$ cat src/hw/rtl/flf_pkg.sv
// shared types and constants of the fixed string line filter
package flf_pkg;

	// line fill counter width, covers every line store size up to 63 bytes
	localparam int FILL_W = 6;

	// newline byte that splits lines and closes emitted ones
	localparam logic [7:0] NEWLINE_BYTE = 8'd10;

	// configuration port
	localparam int CFG_IDX_W  = 2;
	localparam int CFG_DATA_W = 64;
	localparam int PAT_LEN_W  = 5;

	localparam logic [CFG_IDX_W-1:0] REG_PAT_LOW  = 2'd0;
	localparam logic [CFG_IDX_W-1:0] REG_PAT_HIGH = 2'd1;
	localparam logic [CFG_IDX_W-1:0] REG_PAT_LEN  = 2'd2;

	// bytes held by the two pattern registers
	localparam int PAT_BYTES = 16;

	// one closed, matching line waiting to be sent
	typedef struct packed {
		logic              bank;
		logic [FILL_W-1:0] fill;
		logic              trunc;
	} line_cmd_t;

	// front to queue and queue to back
	typedef struct packed {
		logic      valid;
		line_cmd_t cmd;
	} line_req_t;

	typedef enum logic [1:0] {
		BK_IDLE,
		BK_READ,
		BK_SEND,
		BK_NEWLINE
	} back_state_t;

endpackage

$ cat src/hw/rtl/fixed_string_line_filter.sv
// top level of the fixed string line filter
//
// Text bytes enter on the s_ stream, one per request, s_tlast marking the final
// byte of the input. Lines end at newline bytes; each line that contains the
// pattern set through the cfg_ port (pattern_length 0 matches all lines) is
// sent on the m_ stream byte by byte, followed by a newline request with
// m_tlast high. m_tuser is high on every request of a line longer than the
// line store; such a line is sent cut to MAX_LINE bytes.
// Intake takes one byte per cycle while s_tready is high. The line store has
// two banks: while the back end replays one closed line the front keeps
// filling the other, and s_tready drops only while both banks hold lines not
// yet sent. Each stored byte goes out as a line store read, then the request,
// and a newline request with m_tlast high follows the last byte; a matching
// line passes through the command queue before its first line store read.
// A stalled receiver holds the current request and, once both banks are
// full, stalls intake. Reset clears the pattern registers and all line and
// queue state; the line store needs no clearing. Configuration is to be
// written by the user only while no line is in flight; the block does not
// enforce this. An open line keeps a match already seen.
module fixed_string_line_filter
	import flf_pkg::*;
#(
	parameter int MAX_LINE    = 63,
	parameter int PATTERN_MAX = 16
) (
	input  logic                  clk,
	input  logic                  arst_n,
	input  logic                  cfg_we,
	input  logic [CFG_IDX_W-1:0]  cfg_index,
	input  logic [CFG_DATA_W-1:0] cfg_data,
	input  logic                  s_tvalid,
	output logic                  s_tready,
	input  logic [7:0]            s_tdata,   // text_byte
	input  logic                  s_tlast,
	output logic                  m_tvalid,
	input  logic                  m_tready,
	output logic [7:0]            m_tdata,   // out_byte
	output logic                  m_tlast,
	output logic                  m_tuser    // line_truncated
);

	localparam int DEPTH = 2 * MAX_LINE;
	localparam int AW    = $clog2(DEPTH);

	line_req_t     push;
	line_req_t     head;
	logic          q_full;
	logic          pop;
	logic          wr_en;
	logic [AW-1:0] wr_addr;
	logic [7:0]    wr_data;
	logic          rd_en;
	logic [AW-1:0] rd_addr;
	logic [7:0]    rd_data;

	// intake and matching
	flf_front #(
		.MAX_LINE    (MAX_LINE),
		.PATTERN_MAX (PATTERN_MAX),
		.AW          (AW)
	) u_front (
		.clk       (clk),
		.arst_n    (arst_n),
		.cfg_we    (cfg_we),
		.cfg_index (cfg_index),
		.cfg_data  (cfg_data),
		.s_tvalid  (s_tvalid),
		.s_tready  (s_tready),
		.s_tdata   (s_tdata),
		.s_tlast   (s_tlast),
		.q_full    (q_full),
		.push      (push),
		.wr_en     (wr_en),
		.wr_addr   (wr_addr),
		.wr_data   (wr_data)
	);

	// two bank line store
	flf_ram #(
		.WIDTH (8),
		.DEPTH (DEPTH)
	) u_line_store (
		.clk   (clk),
		.we    (wr_en),
		.waddr (wr_addr),
		.wdata (wr_data),
		.re    (rd_en),
		.raddr (rd_addr),
		.rdata (rd_data)
	);

	// closed lines waiting for output
	flf_cmd_queue u_queue (
		.clk    (clk),
		.arst_n (arst_n),
		.push   (push),
		.pop    (pop),
		.full   (q_full),
		.head   (head)
	);

	// line replay
	flf_back #(
		.MAX_LINE (MAX_LINE),
		.AW       (AW)
	) u_back (
		.clk      (clk),
		.arst_n   (arst_n),
		.head     (head),
		.pop      (pop),
		.rd_en    (rd_en),
		.rd_addr  (rd_addr),
		.rd_data  (rd_data),
		.m_tvalid (m_tvalid),
		.m_tready (m_tready),
		.m_tdata  (m_tdata),
		.m_tlast  (m_tlast),
		.m_tuser  (m_tuser)
	);

endmodule

$ cat src/hw/rtl/flf_ram.sv
// generic simple dual port ram with registered read
module flf_ram #(
	parameter int WIDTH = 8,
	parameter int DEPTH = 128
) (
	input  logic                     clk,
	input  logic                     we,
	input  logic [$clog2(DEPTH)-1:0] waddr,
	input  logic [WIDTH-1:0]         wdata,
	input  logic                     re,
	input  logic [$clog2(DEPTH)-1:0] raddr,
	output logic [WIDTH-1:0]         rdata
);

	logic [WIDTH-1:0] mem_q [DEPTH];

	// write port
	always_ff @(posedge clk) begin
		if (we) begin
			mem_q[waddr] <= wdata;
		end
	end

	// registered read port
	always_ff @(posedge clk) begin
		if (re) begin
			rdata <= mem_q[raddr];
		end
	end

endmodule

$ cat src/hw/rtl/flf_front.sv
// front end: config registers, byte intake, pattern window and line close
module flf_front
	import flf_pkg::*;
#(
	parameter int MAX_LINE    = 63,
	parameter int PATTERN_MAX = 16,
	parameter int AW          = 7
) (
	input  logic                  clk,
	input  logic                  arst_n,
	input  logic                  cfg_we,
	input  logic [CFG_IDX_W-1:0]  cfg_index,
	input  logic [CFG_DATA_W-1:0] cfg_data,
	input  logic                  s_tvalid,
	output logic                  s_tready,
	input  logic [7:0]            s_tdata,
	input  logic                  s_tlast,
	input  logic                  q_full,
	output line_req_t             push,
	output logic                  wr_en,
	output logic [AW-1:0]         wr_addr,
	output logic [7:0]            wr_data
);

	localparam int PW = $clog2(PATTERN_MAX + 1);

	logic [CFG_DATA_W-1:0] pat_lo_q;
	logic [CFG_DATA_W-1:0] pat_hi_q;
	logic [PAT_LEN_W-1:0]  pat_len_q;
	logic [7:0]            win_q [PATTERN_MAX];
	logic [PW-1:0]         wfill_q;
	logic [FILL_W-1:0]     fill_q;
	logic                  ovf_q;
	logic                  matched_q;
	logic                  bank_q;

	logic [7:0]        pat [PAT_BYTES];
	logic [7:0]        win_n [PATTERN_MAX];
	logic [PW-1:0]     wfill_n;
	logic [PW-1:0]     plen;
	logic              accept;
	logic              is_nl;
	logic              add;
	logic              has_room;
	logic              hit;
	logic              close;
	logic              emit;
	logic [FILL_W-1:0] fill_n;
	logic              ovf_n;
	logic              matched_n;

	// configuration registers
	always_ff @(posedge clk or negedge arst_n) begin
		if (!arst_n) begin
			pat_lo_q  <= '0;
			pat_hi_q  <= '0;
			pat_len_q <= '0;
		end else if (cfg_we) begin
			if (cfg_index == REG_PAT_LOW) begin
				pat_lo_q <= cfg_data;
			end
			if (cfg_index == REG_PAT_HIGH) begin
				pat_hi_q <= cfg_data;
			end
			if (cfg_index == REG_PAT_LEN) begin
				pat_len_q <= cfg_data[PAT_LEN_W-1:0];
			end
		end
	end

	// pattern bytes and active length, saturated to the window size
	always_comb begin
		for (int i = 0; i < PAT_BYTES / 2; i++) begin
			pat[i]                 = pat_lo_q[8*i +: 8];
			pat[i + PAT_BYTES / 2] = pat_hi_q[8*i +: 8];
		end
		if (pat_len_q > PAT_LEN_W'(PATTERN_MAX)) begin
			plen = PW'(PATTERN_MAX);
		end else begin
			plen = PW'(pat_len_q);
		end
	end

	// intake handshake and byte class
	assign s_tready = !q_full;
	assign accept   = s_tvalid && s_tready;
	assign is_nl    = (s_tdata == NEWLINE_BYTE);
	assign add      = accept && !is_nl;
	assign has_room = (fill_q < FILL_W'(MAX_LINE));

	// window after shifting in the current byte, newest at the top
	always_comb begin
		for (int j = 0; j < PATTERN_MAX - 1; j++) begin
			win_n[j] = win_q[j + 1];
		end
		win_n[PATTERN_MAX - 1] = s_tdata;
		if (wfill_q < PW'(PATTERN_MAX)) begin
			wfill_n = wfill_q + 1'b1;
		end else begin
			wfill_n = wfill_q;
		end
	end

	// compare the newest plen window bytes with the pattern
	always_comb begin
		logic ok;
		ok = 1'b1;
		for (int j = 0; j < PATTERN_MAX; j++) begin
			if (j >= PATTERN_MAX - int'(plen)) begin
				if (win_n[j] != pat[4'(j + int'(plen) - PATTERN_MAX)]) begin
					ok = 1'b0;
				end
			end
		end
		hit = ok && (plen != '0) && (wfill_n >= plen);
	end

	// line state after this byte
	always_comb begin
		fill_n    = (add && has_room) ? fill_q + 1'b1 : fill_q;
		ovf_n     = ovf_q | (add && !has_room);
		matched_n = matched_q | (add && hit);
		close     = accept && (is_nl || s_tlast);
		emit      = close && (matched_n || (plen == '0));
	end

	// request to the back end for a matching line
	always_comb begin
		push.valid     = emit;
		push.cmd.bank  = bank_q;
		push.cmd.fill  = fill_n;
		push.cmd.trunc = ovf_n;
	end

	// line store write into the open bank
	assign wr_en   = add && has_room;
	assign wr_addr = bank_q ? AW'(MAX_LINE) + AW'(fill_q) : AW'(fill_q);
	assign wr_data = s_tdata;

	// line state registers
	always_ff @(posedge clk or negedge arst_n) begin
		if (!arst_n) begin
			wfill_q   <= '0;
			fill_q    <= '0;
			ovf_q     <= 1'b0;
			matched_q <= 1'b0;
			bank_q    <= 1'b0;
		end else if (accept) begin
			if (close) begin
				wfill_q   <= '0;
				fill_q    <= '0;
				ovf_q     <= 1'b0;
				matched_q <= 1'b0;
				bank_q    <= bank_q ^ emit;
			end else begin
				wfill_q   <= wfill_n;
				fill_q    <= fill_n;
				ovf_q     <= ovf_n;
				matched_q <= matched_n;
			end
		end
	end

	// match window
	always_ff @(posedge clk or negedge arst_n) begin
		if (!arst_n) begin
			for (int j = 0; j < PATTERN_MAX; j++) begin
				win_q[j] <= '0;
			end
		end else if (add) begin
			for (int j = 0; j < PATTERN_MAX; j++) begin
				win_q[j] <= win_n[j];
			end
		end
	end

endmodule

$ cat src/hw/rtl/flf_cmd_queue.sv
// two entry queue of closed lines, one per line store bank
module flf_cmd_queue
	import flf_pkg::*;
(
	input  logic      clk,
	input  logic      arst_n,
	input  line_req_t push,
	input  logic      pop,
	output logic      full,
	output line_req_t head
);

	line_cmd_t   slot_q [2];
	logic        wptr_q;
	logic        rptr_q;
	logic [1:0]  count_q;

	assign full       = (count_q == 2'd2);
	assign head.valid = (count_q != 2'd0);
	assign head.cmd   = slot_q[rptr_q];

	// entry storage
	always_ff @(posedge clk) begin
		if (push.valid) begin
			slot_q[wptr_q] <= push.cmd;
		end
	end

	// pointers and occupancy
	always_ff @(posedge clk or negedge arst_n) begin
		if (!arst_n) begin
			wptr_q  <= 1'b0;
			rptr_q  <= 1'b0;
			count_q <= 2'd0;
		end else begin
			if (push.valid) begin
				wptr_q <= !wptr_q;
			end
			if (pop) begin
				rptr_q <= !rptr_q;
			end
			case ({push.valid, pop})
				2'b10:   count_q <= count_q + 2'd1;
				2'b01:   count_q <= count_q - 2'd1;
				default: count_q <= count_q;
			endcase
		end
	end

endmodule

$ cat src/hw/rtl/flf_back.sv
// back end: replays a matching line from the line store, then its newline
module flf_back
	import flf_pkg::*;
#(
	parameter int MAX_LINE = 63,
	parameter int AW       = 7
) (
	input  logic          clk,
	input  logic          arst_n,
	input  line_req_t     head,
	output logic          pop,
	output logic          rd_en,
	output logic [AW-1:0] rd_addr,
	input  logic [7:0]    rd_data,
	output logic          m_tvalid,
	input  logic          m_tready,
	output logic [7:0]    m_tdata,
	output logic          m_tlast,
	output logic          m_tuser
);

	back_state_t       state_q;
	back_state_t       state_n;
	logic [FILL_W-1:0] idx_q;
	logic              last_byte;

	assign last_byte = (FILL_W'(idx_q + 1'b1) == head.cmd.fill);

	// next state
	always_comb begin
		state_n = state_q;
		case (state_q)
			BK_IDLE: begin
				if (head.valid) begin
					state_n = (head.cmd.fill == '0) ? BK_NEWLINE : BK_READ;
				end
			end
			BK_READ: begin
				state_n = BK_SEND;
			end
			BK_SEND: begin
				if (m_tready) begin
					state_n = last_byte ? BK_NEWLINE : BK_READ;
				end
			end
			BK_NEWLINE: begin
				if (m_tready) begin
					state_n = BK_IDLE;
				end
			end
			default: begin
				state_n = BK_IDLE;
			end
		endcase
	end

	// outputs
	always_comb begin
		rd_en    = (state_q == BK_READ);
		rd_addr  = head.cmd.bank ? AW'(MAX_LINE) + AW'(idx_q) : AW'(idx_q);
		m_tvalid = (state_q == BK_SEND) || (state_q == BK_NEWLINE);
		m_tdata  = (state_q == BK_NEWLINE) ? NEWLINE_BYTE : rd_data;
		m_tlast  = (state_q == BK_NEWLINE);
		m_tuser  = head.cmd.trunc;
		pop      = (state_q == BK_NEWLINE) && m_tready;
	end

	// state and byte index
	always_ff @(posedge clk or negedge arst_n) begin
		if (!arst_n) begin
			state_q <= BK_IDLE;
			idx_q   <= '0;
		end else begin
			state_q <= state_n;
			if (state_q == BK_IDLE) begin
				idx_q <= '0;
			end else if ((state_q == BK_SEND) && m_tready) begin
				idx_q <= idx_q + 1'b1;
			end
		end
	end

endmodule

$ cat config.mk
export PLATFORM = sky130hd
export DESIGN_NAME = fixed_string_line_filter
export DESIGN_NICKNAME = d
export VERILOG_FILES = /design/src/hw/rtl/flf_pkg.sv /design/src/hw/rtl/fixed_string_line_filter.sv /design/src/hw/rtl/flf_ram.sv /design/src/hw/rtl/flf_front.sv /design/src/hw/rtl/flf_cmd_queue.sv /design/src/hw/rtl/flf_back.sv
export SDC_FILE = /design/constraint.sdc
export NUM_CORES = 2
export LEC_CHECK = 0
export BUFFER_PORTS_ARGS = -buffer_cell sky130_fd_sc_hd__buf_2
export CAP_MARGIN = 20
export CORE_ASPECT_RATIO = 1.5
export CORE_MARGIN = 4
export CORE_UTILIZATION = 40
export DETAILED_ROUTE_END_ITERATION = 8
export HOLD_SLACK_MARGIN = 0.02
export PLACE_DENSITY = 0.66
export RECOVER_POWER = 25
export SLEW_MARGIN = 20
export SYNTH_ARGS = -nofsm -noshare
export SYNTH_HDL_FRONTEND = slang
export SYNTH_SLANG_ARGS = --single-unit
$ cat constraint.sdc
create_clock -name clk -period 10.1 [get_ports clk]
set_input_delay 1.515 -clock clk [delete_from_list [all_inputs] [get_ports clk]]
set_output_delay 1.515 -clock clk [all_outputs]
set_load 0.01 [all_outputs]
==> metrics.txt <==
RSZ-0062 raised after global routing=false; post-DR vias/cell=5.93; setup slack on the worst flop-to-flop path=between 3000 and 4000 ps; Placed Cells=~5,600; All-Layer GR Usage=roughly a fifth; status=complete, but fails checks; post-CTS resize count=0; total power per unit cell area=~310 mW/mm^2; multiplexer fraction of the synthesized cell area=between 20% and 30%; number of instances on the worst hold path=1; clock buffer depth=3; antenna violations before repair=3; cell chain of the critical path=clkbuf_1 -> clkbuf_1 -> buf_4; final setup violation count=0; final core occ=roughly 45%; number of placement rows=about 180; number of warnings printed during yosys synthesis=0; worst-path cell with the longest stage delay=clkbuf_1; fin nets=around 3,800; maximum single-stage delay on the critical path=2560 ps; Worst-Skew Late Latency=approximately 750 ps; simple logic cell fraction of the synthesized area=between 3 and 4%; worst flop-to-flop path startpoint=u_front.pat_len_q[1]; Area after DPL=approximately 0.065 mm^2; Crit path required time=10,830 ps; detailed-router iteration count before antenna repair=6; min setup slack post-route=between 3000 and 4000 ps; worst min-delay path class=reg2reg; H-tree Lvls=3; half-perimeter wire length after placement=about 120 mm; cell area after synthesis=around 0.062 mm^2; adder-cell area share of the yosys netlist=less than 1%; Hold Path End=u_front.win_n[63]; final global-route overflow total=0; area of the multi-input gates=around 0.023 mm^2; initial core utilization=40.2%; number of hold-slack violations in the final timing report=0; Max-slew headroom=-158%; final design instance area without fill=0.0684 mm^2; cell count after synthesis=between 3,000 and 4,000; setup slack after placement=3170 ps; total setup buffers inserted after CTS=0; sequential fraction of the synthesis area=around three fifths; vias=between 30,000 and 40,000; routability congestion estimate from global placement=0.997; cell class contributing the biggest share of worst-path delay=buffers and inverters; root buffer cell=clkbuf_16; global-route wire length before repair=between 200 and 250 mm; combinational family with the most area after synthesis=multiplexers; y dimension of the die=approximately 500 um; measured slew at the worst slew-check pin=roughly 3900 ps; maximum fanout along the worst path=74; end of the worst register-to-register path=u_queue.slot_q[0][0]; logic depth of the worst register-to-register path=12; post-synthesis to final-layout area growth=10.7%; filler cell count in the final layout=13,248; die width=between 300 and 400 um; WL/cell=28.9 um; commonest non-fill, non-tap cells in the layout=1,032 x edfxtp_1, 419 x mux4_2, 291 x mux2_2; Min Clock Period, post-route=approximately 6900 ps; area of the placeable core=0.153 mm^2; Worst Setup Path Type=in2async; vias in the first global route=roughly 36,000; Post-route DRC=0; Most Frequent Cell on Critical Path=clkbuf_1; post-route antenna net violation count=0; max cap viols=14; share of the clock period used by the worst path after layout=68.5%; Worst EP arrival=~7700 ps; pin count of the biggest net entering global routing=130; clock tree from TritonCTS=yes; die area=0.161 mm^2; per-instance average area after synthesis=about 17 um^2; clock edge transition at the registers on the reported setup and hold paths=around 70 ps; Worst Path Buf+Inv=3; flip-flop cell with the highest count after synthesis=edfxtp_1; I/O pin total=around 90; Clock Skew=about 37 ps; distinct cell type count of the synthesized netlist=87; count of buffers from port buffering=91; area used by sequential logic in the layout=~0.038 mm^2; Slew Viols, Final=730; number of enable-type register cells in the synthesized netlist=1,032; hold buffer count at CTS=0; XOR/XNOR Fraction of Synth Area=roughly 2.8%; IR Drop Worst-Case VDD=about 0.00035 V; asr flop ratio synth=21.3%; failing checks=max-capacitance violations, max-slew violations; total clock buffers created by CTS=~120; leakage=23.3 nW; final total negative setup slack=0 ps; detailed router's first-iteration violation count=between 3,000 and 4,000; Final Non-Filler Cells=a little under 6,000; endpoint class of the critical path=async pin; Min-Delay Startpoint=u_front.win_n[63]; highest attainable clock frequency=145 MHz; share of post-route cells with drive strength above 1=between 20 and 30%; compound-cell area share of the yosys netlist=roughly 4.0%; CP Launch Type=input port; most common cell after layout, fill and taps aside=edfxtp_1; post-synthesis register bit count=about 1,300; number of nets produced by synthesis=between 3,000 and 4,000; clock sink count=roughly 1,300; final WL=169 mm
-- synth_stat cells, types with 11 or more instances --
cell          n  area (um^2)
nor2b_1      11         68.8
nand2_1     155          582
a22oi_1      28          210
dfrtp_1     279         6980
ha_1         21          263
o21ai_0      44          220
mux2_2      291         3280
o22ai_1      19          119
o22a_1       29          254
buf_1        39          146
edfxtp_1   1032        31000
mux4_2      419         9440
buf_2        30          150
o221ai_1     21          184
nand4_1      14         87.6
buf_4        15          113
clkbuf_1    140          526
nand2b_1     14         87.6
nor3b_1      16          120
a21oi_1      35          175
nor3_1       30          150
and2_1       13         81.3
xor2_1      100          876
mux2i_1     285         2850
nor2_1      191          717
xnor2_1      91          797
inv_1        22         82.6
a31oi_1      14         87.6
o211ai_1     22          165
a2bb2oi_1    18          158
nand3_1      27          135
-- metrics by stage --
step	power (W)	hold slack (ps)
after detailed placement	0.0166	499
after global placement	0.0165	492
after CTS	0.0211	515
after floorplan	0.0133	479
final	0.0210	514
after global routing	0.0218	545
-- final cells by class --
class | instances | area share [%]
multi-input cells | 2063 | 33.4
flip-flops and latches | 1311 | 55.5
clock buffers | 137 | 4.49
clock inverters | 84 | 1.21
well taps | 2047 | 3.75
diodes | 2 | 0.00732
repair buffers | 164 | 1.48
inverters | 28 | 0.157
-- flip-flops by register name, summed over array words and instances, names as in the netlist, 2 cells and up --
register / cells
u_front.wfill_q: 5
u_line_store.rdata: 8
u_front.fill_q: 6
u_back.idx_q: 6
u_back.state_q: 2
u_front.pat_lo_q: 64
u_front.pat_len_q: 5
u_front.win_n: 120
u_line_store.mem_q: 1008
u_queue.count_q: 2
u_queue.slot_q: 16
u_front.pat_hi_q: 64
-- kinds of logic (layout without fill, tap and decap cells) --
group	after synthesis	after routing
AOI/OAI and AO/OA	331	331
muxes	1007	1007
other	0	2
xor gates and xnor gates	196	196
DFF	1311	1311
and+or+nand+nor	508	508
adders and majority gates	21	21
buffers and inverters	262	413
-- where the power goes --
group | internal (W) | switching [W] | total (W) | leakage [nW]
sequential | 0.00636 | 0.000738 | 0.00710 | 12.7
combinational | 0.00427 | 0.00508 | 0.00935 | 8.75
clock | 0.00248 | 0.00203 | 0.00451 | 1.88
total | 0.0131 | 0.00785 | 0.0210 | 23.3
-- layer usage --
metal,share of wire (%),track usage (%)
met3,5.5,3.00
met4,5.9,10.8
met2,52,36.8
met1,37,25.0
met5,0,0
-- how the worst max path moves through the flow --
| stage | cells after the start | to | slack [ps] | startpoint |
|---|---|---|---|---|
| floorplan | 21 | u_queue.slot_q[1][0] | 4290 | u_front.pat_len_q[4] |
| global placement | 12 | u_queue.slot_q[1][3] | 3260 | u_front.pat_len_q[1] |
| detailed placement | 12 | u_queue.slot_q[1][6] | 3170 | u_front.pat_len_q[1] |
| CTS | 12 | u_queue.slot_q[1][6] | 3160 | u_front.pat_len_q[1] |
| global route | 3 | u_front.win_n[114] | 1830 | arst_n |
| finish | 3 | u_front.win_n[74] | 3180 | arst_n |
(Power assumes the default switching activity.)
